$ cat config.mk
export PLATFORM = sky130hd
export DESIGN_NAME = switch_debounce_qualifier_core
export DESIGN_NICKNAME = d
export VERILOG_FILES = /design/src/hw/rtl/sdq_pkg.sv /design/src/hw/rtl/sdq_datapath.sv /design/src/hw/rtl/sdq_ctrl.sv /design/src/hw/rtl/switch_debounce_qualifier_core.sv
export SDC_FILE = /design/constraint.sdc
export NUM_CORES = 2
export LEC_CHECK = 0
export BUFFER_PORTS_ARGS = -buffer_cell sky130_fd_sc_hd__buf_2
export CORE_MARGIN = 2
export CORE_UTILIZATION = 45
export DETAILED_ROUTE_END_ITERATION = 10
export GPL_TIMING_DRIVEN = 0
export HOLD_SLACK_MARGIN = 0.03
export PLACE_DENSITY = 0.72
export SKIP_CTS_REPAIR_TIMING = 1
export SLEW_MARGIN = 20
export SYNTH_ARGS = -nofsm -noshare
export SYNTH_HDL_FRONTEND = slang
export SYNTH_SLANG_ARGS = --single-unit
$ cat constraint.sdc
create_clock -name clk -period 17.24 [get_ports clk]
set_input_delay 2.586 -clock clk [delete_from_list [all_inputs] [get_ports clk]]
set_output_delay 2.586 -clock clk [all_outputs]
set_load 0.02 [all_outputs]
$ cat src/hw/rtl/sdq_pkg.sv
// Shared types and constants for the switch debounce qualifier.
package sdq_pkg;

	localparam int unsigned SW_IDX_W   = 4;
	localparam int unsigned COUNT_W    = 16;
	localparam int unsigned TIME_W     = 32;
	localparam int unsigned CFG_IDX_W  = 2;
	localparam int unsigned CFG_DATA_W = 32;

	localparam logic [COUNT_W-1:0] COUNT_MAX = '1;

	// Opcodes of an input item.
	localparam logic OP_SAMPLE = 1'b0;
	localparam logic OP_APPLY  = 1'b1;

	// Configuration register indexes.
	localparam logic [CFG_IDX_W-1:0] REG_TOGGLE_MODE     = 2'd0;
	localparam logic [CFG_IDX_W-1:0] REG_MIN_SAMPLES     = 2'd1;
	localparam logic [CFG_IDX_W-1:0] REG_MIN_DURATION_MS = 2'd2;

	typedef struct packed {
		logic                opcode;
		logic [SW_IDX_W-1:0] switch_index;
		logic                signal_level;
		logic [TIME_W-1:0]   now_ms;
		logic                current_level;
	} in_item_t;

	typedef struct packed {
		logic state_changed;
		logic debounced_state;
		logic target_level;
	} out_item_t;

	// One switch record.
	typedef struct packed {
		logic [COUNT_W-1:0] sample_count;
		logic [TIME_W-1:0]  first_seen_ms;
		logic               pending_level;
		logic               accepted_level;
		logic               change_flag;
	} rec_t;

	// Commands from the controller to the datapath.
	typedef struct packed {
		logic capture;
		logic exec;
	} cmd_t;

endpackage

$ cat src/hw/rtl/sdq_datapath.sv
// Datapath: configuration registers, switch record table and update logic.
module sdq_datapath #(
	parameter int NUM_SWITCHES = 16
) (
	input  logic                                clk,
	input  logic                                arst_n,
	input  sdq_pkg::cmd_t                       cmd,
	input  sdq_pkg::in_item_t                   item,
	input  logic                                cfg_we,
	input  logic [sdq_pkg::CFG_IDX_W-1:0]       cfg_index,
	input  logic [sdq_pkg::CFG_DATA_W-1:0]      cfg_wdata,
	output sdq_pkg::out_item_t                  result
);

	// Only sixteen records can ever be addressed by the index field.
	localparam int DEPTH = (NUM_SWITCHES < 16) ? NUM_SWITCHES : 16;
	localparam int IDX_W = (DEPTH > 1) ? $clog2(DEPTH) : 1;
	localparam logic [31:0] NUM_LIMIT = 32'(NUM_SWITCHES);

	logic                            toggle_mode_q;
	logic [sdq_pkg::COUNT_W-1:0]     min_samples_q;
	logic [sdq_pkg::TIME_W-1:0]      min_duration_q;

	sdq_pkg::in_item_t               item_q;
	sdq_pkg::rec_t                   table_q [DEPTH];
	sdq_pkg::out_item_t              result_q;

	logic [IDX_W-1:0]                idx;
	logic                            in_range;
	sdq_pkg::rec_t                   rec_rd;
	sdq_pkg::rec_t                   rec_nx;
	sdq_pkg::out_item_t              res_nx;

	assign idx      = item_q.switch_index[IDX_W-1:0];
	assign in_range = 32'(item_q.switch_index) < NUM_LIMIT;
	assign rec_rd   = in_range ? table_q[idx] : '0;

	always_ff @(posedge clk or negedge arst_n) begin
		if (!arst_n) begin
			toggle_mode_q  <= 1'b0;
			min_samples_q  <= '0;
			min_duration_q <= '0;
		end else if (cfg_we) begin
			unique case (cfg_index)
				sdq_pkg::REG_TOGGLE_MODE:     toggle_mode_q  <= cfg_wdata[0];
				sdq_pkg::REG_MIN_SAMPLES:     min_samples_q  <= cfg_wdata[sdq_pkg::COUNT_W-1:0];
				sdq_pkg::REG_MIN_DURATION_MS: min_duration_q <= cfg_wdata[sdq_pkg::TIME_W-1:0];
				default: ;
			endcase
		end
	end

	always_ff @(posedge clk) begin
		if (cmd.capture) begin
			item_q <= item;
		end
		if (cmd.exec) begin
			result_q <= res_nx;
		end
	end

	always_ff @(posedge clk or negedge arst_n) begin
		if (!arst_n) begin
			for (int i = 0; i < DEPTH; i++) begin
				table_q[i] <= '0;
			end
		end else if (cmd.exec && in_range) begin
			table_q[idx] <= rec_nx;
		end
	end

	// Record update for the held item.
	always_comb begin
		logic [sdq_pkg::COUNT_W-1:0] cnt_inc;
		logic [sdq_pkg::TIME_W-1:0]  first_use;
		logic [sdq_pkg::TIME_W-1:0]  dur;
		logic                        qual;
		logic                        tgt;

		cnt_inc = (rec_rd.sample_count == sdq_pkg::COUNT_MAX) ?
			rec_rd.sample_count : rec_rd.sample_count + 1'b1;
		first_use = (!toggle_mode_q && rec_rd.sample_count == '0) ?
			item_q.now_ms : rec_rd.first_seen_ms;
		dur  = item_q.now_ms - first_use;
		qual = (cnt_inc >= min_samples_q) && (dur >= min_duration_q);
		rec_nx = rec_rd;

		if (item_q.opcode == sdq_pkg::OP_SAMPLE) begin
			if (!toggle_mode_q) begin
				if (item_q.signal_level) begin
					rec_nx.first_seen_ms = first_use;
					rec_nx.sample_count  = cnt_inc;
					if (qual && !rec_rd.pending_level) begin
						rec_nx.accepted_level = 1'b1;
						rec_nx.pending_level  = 1'b1;
						rec_nx.change_flag    = 1'b1;
					end
				end else begin
					rec_nx.sample_count  = '0;
					rec_nx.first_seen_ms = '0;
					rec_nx.pending_level = 1'b0;
				end
			end else if (rec_rd.accepted_level != item_q.signal_level) begin
				if (rec_rd.pending_level == item_q.signal_level) begin
					rec_nx.sample_count = cnt_inc;
					if (qual) begin
						rec_nx.change_flag    = 1'b1;
						rec_nx.accepted_level = item_q.signal_level;
					end
				end else begin
					rec_nx.first_seen_ms = item_q.now_ms;
					rec_nx.sample_count  = sdq_pkg::COUNT_W'(1);
					rec_nx.pending_level = item_q.signal_level;
				end
			end
		end else begin
			rec_nx.change_flag = 1'b0;
			if (toggle_mode_q) begin
				rec_nx.sample_count  = '0;
				rec_nx.first_seen_ms = '0;
			end else begin
				rec_nx.accepted_level = 1'b0;
			end
		end

		if (toggle_mode_q) begin
			tgt = rec_nx.accepted_level;
		end else begin
			tgt = item_q.current_level ^ rec_nx.accepted_level;
		end

		if (in_range) begin
			res_nx.state_changed   = rec_nx.change_flag;
			res_nx.debounced_state = rec_nx.accepted_level;
			res_nx.target_level    = tgt;
		end else begin
			res_nx = '0;
		end
	end

	assign result = result_q;

endmodule

$ cat src/hw/rtl/sdq_ctrl.sv
// Controller: item sequencing and result register handshake.
module sdq_ctrl (
	input  logic          clk,
	input  logic          arst_n,
	input  logic          item_valid,
	output logic          item_ready,
	output logic          result_valid,
	input  logic          result_ready,
	output sdq_pkg::cmd_t cmd
);

	typedef enum logic {
		ST_IDLE,
		ST_EXEC
	} state_t;

	state_t state_q;
	logic   result_valid_q;

	assign item_ready  = (state_q == ST_IDLE);
	assign cmd.capture = item_valid && item_ready;
	assign cmd.exec    = (state_q == ST_EXEC) && (!result_valid_q || result_ready);
	assign result_valid = result_valid_q;

	always_ff @(posedge clk or negedge arst_n) begin
		if (!arst_n) begin
			state_q        <= ST_IDLE;
			result_valid_q <= 1'b0;
		end else begin
			unique case (state_q)
				ST_IDLE: begin
					if (cmd.capture) begin
						state_q <= ST_EXEC;
					end
				end
				ST_EXEC: begin
					if (cmd.exec) begin
						state_q <= ST_IDLE;
					end
				end
				default: state_q <= ST_IDLE;
			endcase
			if (cmd.exec) begin
				result_valid_q <= 1'b1;
			end else if (result_ready) begin
				result_valid_q <= 1'b0;
			end
		end
	end

	a_capture_to_exec: assert property (@(posedge clk) disable iff (!arst_n)
		cmd.capture |=> state_q == ST_EXEC)
		else $error("captured item did not move the controller to execute");

	a_exec_loads_result: assert property (@(posedge clk) disable iff (!arst_n)
		cmd.exec |=> result_valid_q && state_q == ST_IDLE)
		else $error("execute did not present a result and return to idle");

	a_result_from_exec: assert property (@(posedge clk) disable iff (!arst_n)
		$rose(result_valid_q) |-> $past(state_q == ST_EXEC))
		else $error("result appeared without an executed item");

endmodule

$ cat src/hw/rtl/switch_debounce_qualifier_core.sv
// Top level of the switch debounce qualifier: controller plus datapath.
//
// This block debounces up to sixteen switches held in a table of records. Each
// input item names a switch and either feeds it one raw sample with a
// millisecond timestamp or acknowledges a pending change; every item yields
// exactly one result item with the change flag, the debounced state and the
// level to drive. An item is captured in the cycle it is accepted; in the execute
// state its switch record is read, updated and written back and the result
// register is loaded. The two-state controller takes no new item until the
// current one has executed; execution stretches only while an earlier result
// still sits unaccepted in the result register. A new item is accepted while a
// finished result waits to be taken. The configuration registers (toggle mode,
// minimum sample count, minimum duration) are written through the plain write
// port; the user must write them only while no item is in flight, and the block
// itself does not enforce this. Indexes beyond the register list are ignored.
// Reset clears all records, so no clearing pass is needed.
module switch_debounce_qualifier_core #(
	parameter int NUM_SWITCHES = 16
) (
	input  logic                           clk,
	input  logic                           arst_n,
	input  logic                           item_valid,
	output logic                           item_ready,
	input  sdq_pkg::in_item_t              item,
	output logic                           result_valid,
	input  logic                           result_ready,
	output sdq_pkg::out_item_t             result,
	input  logic                           cfg_we,
	input  logic [sdq_pkg::CFG_IDX_W-1:0]  cfg_index,
	input  logic [sdq_pkg::CFG_DATA_W-1:0] cfg_wdata
);

	// Command bundle from the controller into the datapath.
	sdq_pkg::cmd_t cmd;

	sdq_ctrl u_ctrl (
		.clk          (clk),
		.arst_n       (arst_n),
		.item_valid   (item_valid),
		.item_ready   (item_ready),
		.result_valid (result_valid),
		.result_ready (result_ready),
		.cmd          (cmd)
	);

	sdq_datapath #(
		.NUM_SWITCHES (NUM_SWITCHES)
	) u_datapath (
		.clk       (clk),
		.arst_n    (arst_n),
		.cmd       (cmd),
		.item      (item),
		.cfg_we    (cfg_we),
		.cfg_index (cfg_index),
		.cfg_wdata (cfg_wdata),
		.result    (result)
	);

endmodule

==> flow_metrics.py <==
metrics = {
    "pwr": {
        "ir_drop_uv": 79.55,
        "p_leak_uw": 0.02325,
        "p_per_area_mw_per_mm2": 117.5,
    },
    "finish": {
        "nNetsFinal": 3702,
        "fillCellCount": 8522,
        "syn2layout_area_growth_pct": 12.36,
        "most-common-layout-cells": "dfrtp_1 (867), mux2_2 (691), nand2_1 (301)",
        "layout_commonest_cell": "dfrtp_1",
        "drive_gt1_share_pct": 37.76,
        "final_cell_count_no_fill": 4916,
        "antenna_cells": 0,
        "multi_input_area_mm2": 0.02078,
        "ff_latch_area_mm2": 0.02296,
        "stdcell_area_mm2": 0.05077,
    },
    "sta": {
        "relSlewSlack_pct": 21.18,
        "clock_skew_ns": 0.02939,
        "drv_slew": 0,
        "fmax_mhz": 92.47,
        "tightest_slew_ns": 1.182,
        "finalCritPeriodShare_pct": 62.73,
        "hold_violations": 0,
        "layout_min_cycle_time_ns": 10.81,
        "finalSetupViolCount": 0,
        "rsz0062_at_grt": "false",
    },
    "route": {
        "drc_errors": 0,
        "initialDrtViolationCount": 3457,
        "via_per_inst": 6.147,
        "firstDrtPassIters": 6,
        "via_count": 30220,
        "wire_per_inst_um": 25.94,
        "wl_um": 127500,
        "antenna_left": 0,
    },
    "yosys": {
        "async_flop_share_pct": 95.38,
        "synthSimpleGateAreaFrac_pct": 5.236,
        "synthMuxAreaShare_pct": 30.51,
        "netlist_instances": 3352,
        "synth_compound_area_share_pct": 7.191,
        "yosysTopAreaCell": "dfrtp_1",
        "synth_seq_area_share_pct": 50.81,
        "syn_area_mm2": 0.04519,
        "synthAdderAreaFrac_pct": 2.287,
        "synth_area_per_cell_um2": 13.48,
        "synth_top_area_share_pct": 48.01,
        "synth_edf_count": 42,
        "synth_nets": 3512,
        "synth_cell_types": 79,
        "yosys-top-cells-area": "dfrtp_1 (48%), mux2_2 (17%), mux4_2 (12%)",
        "synth-xor-area-share_pct": 0.7559,
        "yosys_warnings": 0,
        "synth_top_family_by_area": "multiplexers",
        "synth_seq_cells": 909,
        "synth_ff_type": "dfrtp_1",
    },
    "clock_network": {
        "clk_transition_reported_paths_ns": 0.07,
        "cts_tree": "built",
        "cts-root-buf": "clkbuf_16",
        "clkLatencyLatePin_ns": 0.69,
        "cts_buffers": 96,
        "cts_sinks": 909,
        "clockBufferDepth": 3,
        "h-tree-depth": 3,
    },
    "setup_path": {
        "cp-end-kind": "flip-flop",
        "crit_required_ns": 17.68,
        "path_class": "reg2reg",
        "cp_slowest_cell": "a211oi_1",
        "worstRegToRegCells": 35,
        "worst_ep_arrival_time_ns": 11.25,
        "crit_fanout": 10,
        "critPathLaunchType": "flip-flop",
        "cpPeakStageDelay_ns": 0.66,
    },
    "grt": {
        "grt_first_pass_wirelength_um": 193200,
        "track_usage_pct": 24.87,
        "grt-ovfl-total": 0,
        "grt_pass1_vias": 30500,
        "grt_max_degree": 138,
        "antenna_found_initial": 0,
    },
    "min_path": {
        "worstHoldPathType": "reg2reg",
        "whs_path_depth": 2,
    },
    "floorplanning": {
        "rows": 116,
        "core_area_mm2": 0.09986,
        "dieArea_mm2": 0.1030,
        "die_h_um": 320.9,
        "die_width_um": 320.9,
        "initial_core_util_pct": 45.25,
        "ios": 83,
    },
    "placed_design": {
        "place_area_mm2": 0.04749,
        "place_hpwl_um": 87920,
        "dpl.cell_count": 4741,
        "gp_congestion": 0.9155,
        "io_buffer_count": 82,
    },
    "status": {
        "status": "finished, final reports clean",
    },
    "job": {
        "cap_viol_max_count": 0,
    },
}
-- report_power, final --
group	switching, uW	leakage (uW)	internal [uW]
Combinational	701	0.00937	577
Sequential	137	0.0123	2400
Clock	879	0.00162	1280
Total	1720	0.0232	4250
-- metal layers --
| metal | wire, um | vias to the layer above | part of all wire, % | global-route usage [%] |
|---|---|---|---|---|
| met5 | 0 | - | 0 | 0 |
| met4 | 5026 | 0 | 3.9 | 9.886 |
| met3 | 10190 | 288 | 8.0 | 4.829 |
| met2 | 57520 | 1303 | 45 | 37.59 |
| met1 | 54800 | 15810 | 43 | 35.50 |
| li1 | - | 12820 | - | - |
-- kinds of logic (layout without fill, tap and decap cells) --
family / after synthesis / after routing
AOI/OAI and AO/OA: 475 / 475
xor gates and xnor gates: 39 / 39
adders and majority gates: 82 / 82
buffers and inverters: 326 / 592
DFF: 909 / 909
muxes: 992 / 992
and+or+nand+nor: 529 / 529
-- path summary, 6_finish.rpt --
| kind | start | endpoint | slack (ns) |
|---|---|---|---|
| min reg2reg | u_datapath.table_q[565] | u_datapath.table_q[565] | 0.48 |
| max in group asynchronous | arst_n | u_datapath.table_q[774] | 13.84 |
| max | u_datapath.idx[1] | u_datapath.result[0] | 6.43 |
| max reg2reg | u_datapath.idx[1] | u_datapath.result[0] | 6.43 |
| min in group asynchronous | arst_n | u_ctrl.result_valid | 1.83 |
| min | u_datapath.table_q[565] | u_datapath.table_q[565] | 0.48 |
-- layout make-up --
type	count	share of cell area, %
Timing Repair Buffer	92	1.321
Multi-Input combinational cell	2117	40.94
Inverter	65	0.4806
Clock inverter	31	0.7517
Sequential cell	909	45.22
Clock buffer	143	5.703
Tap cell	1298	3.199
Buffer	261	2.391
-- flip-flops by register name (all words and copies together), names as in the netlist --
signal / cells
u_datapath.table_q: 816
u_datapath.item_q: 35
u_datapath.min_duration_q: 32
u_datapath.min_samples_q: 16
u_datapath.idx: 4
u_datapath.result: 3
u_ctrl.result_valid: 1
u_ctrl.state_q: 1
u_datapath.toggle_mode_q: 1
-- metrics by stage --
stage	setup WS, ns	setup TNS (ns)	utilization (%)	hold WS, ns	power [uW]
finish	6.426	0	50.84	0.4756	5967
global route	5.844	0	50.84	0.5019	6209
CTS	6.633	0	50.84	0.4787	5975
detailed placement	6.689	0	47.56	0.4648	3823
global placement	-5.185	-4401.81	47.29	0.4558	3780
floorplan	9.142	0	-	0.4432	3425
-- cell usage after synthesis (9+ instances only) --
cell,count
nand3_1,47
a22oi_1,21
xnor2_1,29
a21o_1,32
mux4_2,239
buf_1,21
nor3_1,40
dfrtp_1,867
buf_6,10
nor4_1,9
o221a_2,30
o31ai_1,20
buf_2,72
mux2_2,691
nand4_1,14
inv_1,63
o21ai_2,31
a211oi_1,12
o21ai_0,127
nor2_1,58
nand2b_1,12
mux2i_1,62
ha_1,81
clkbuf_1,144
nand2_1,301
xor2_1,10
edfxtp_1,42
a21oi_1,66
o21ai_1,53
and2_1,9
-- critical path: cells and delay by family (launching register included) --
kind / cells / cell delay [ns]
muxes: 3 / 1.22
AOI/OAI and AO/OA: 9 / 2.69
adders and majority gates: 3 / 0.87
and+or+nand+nor: 11 / 2.69
DFF: 1 / 0.44
buffers and inverters: 9 / 2.64
No activity file was read; power rests on OpenSTA's default activity.
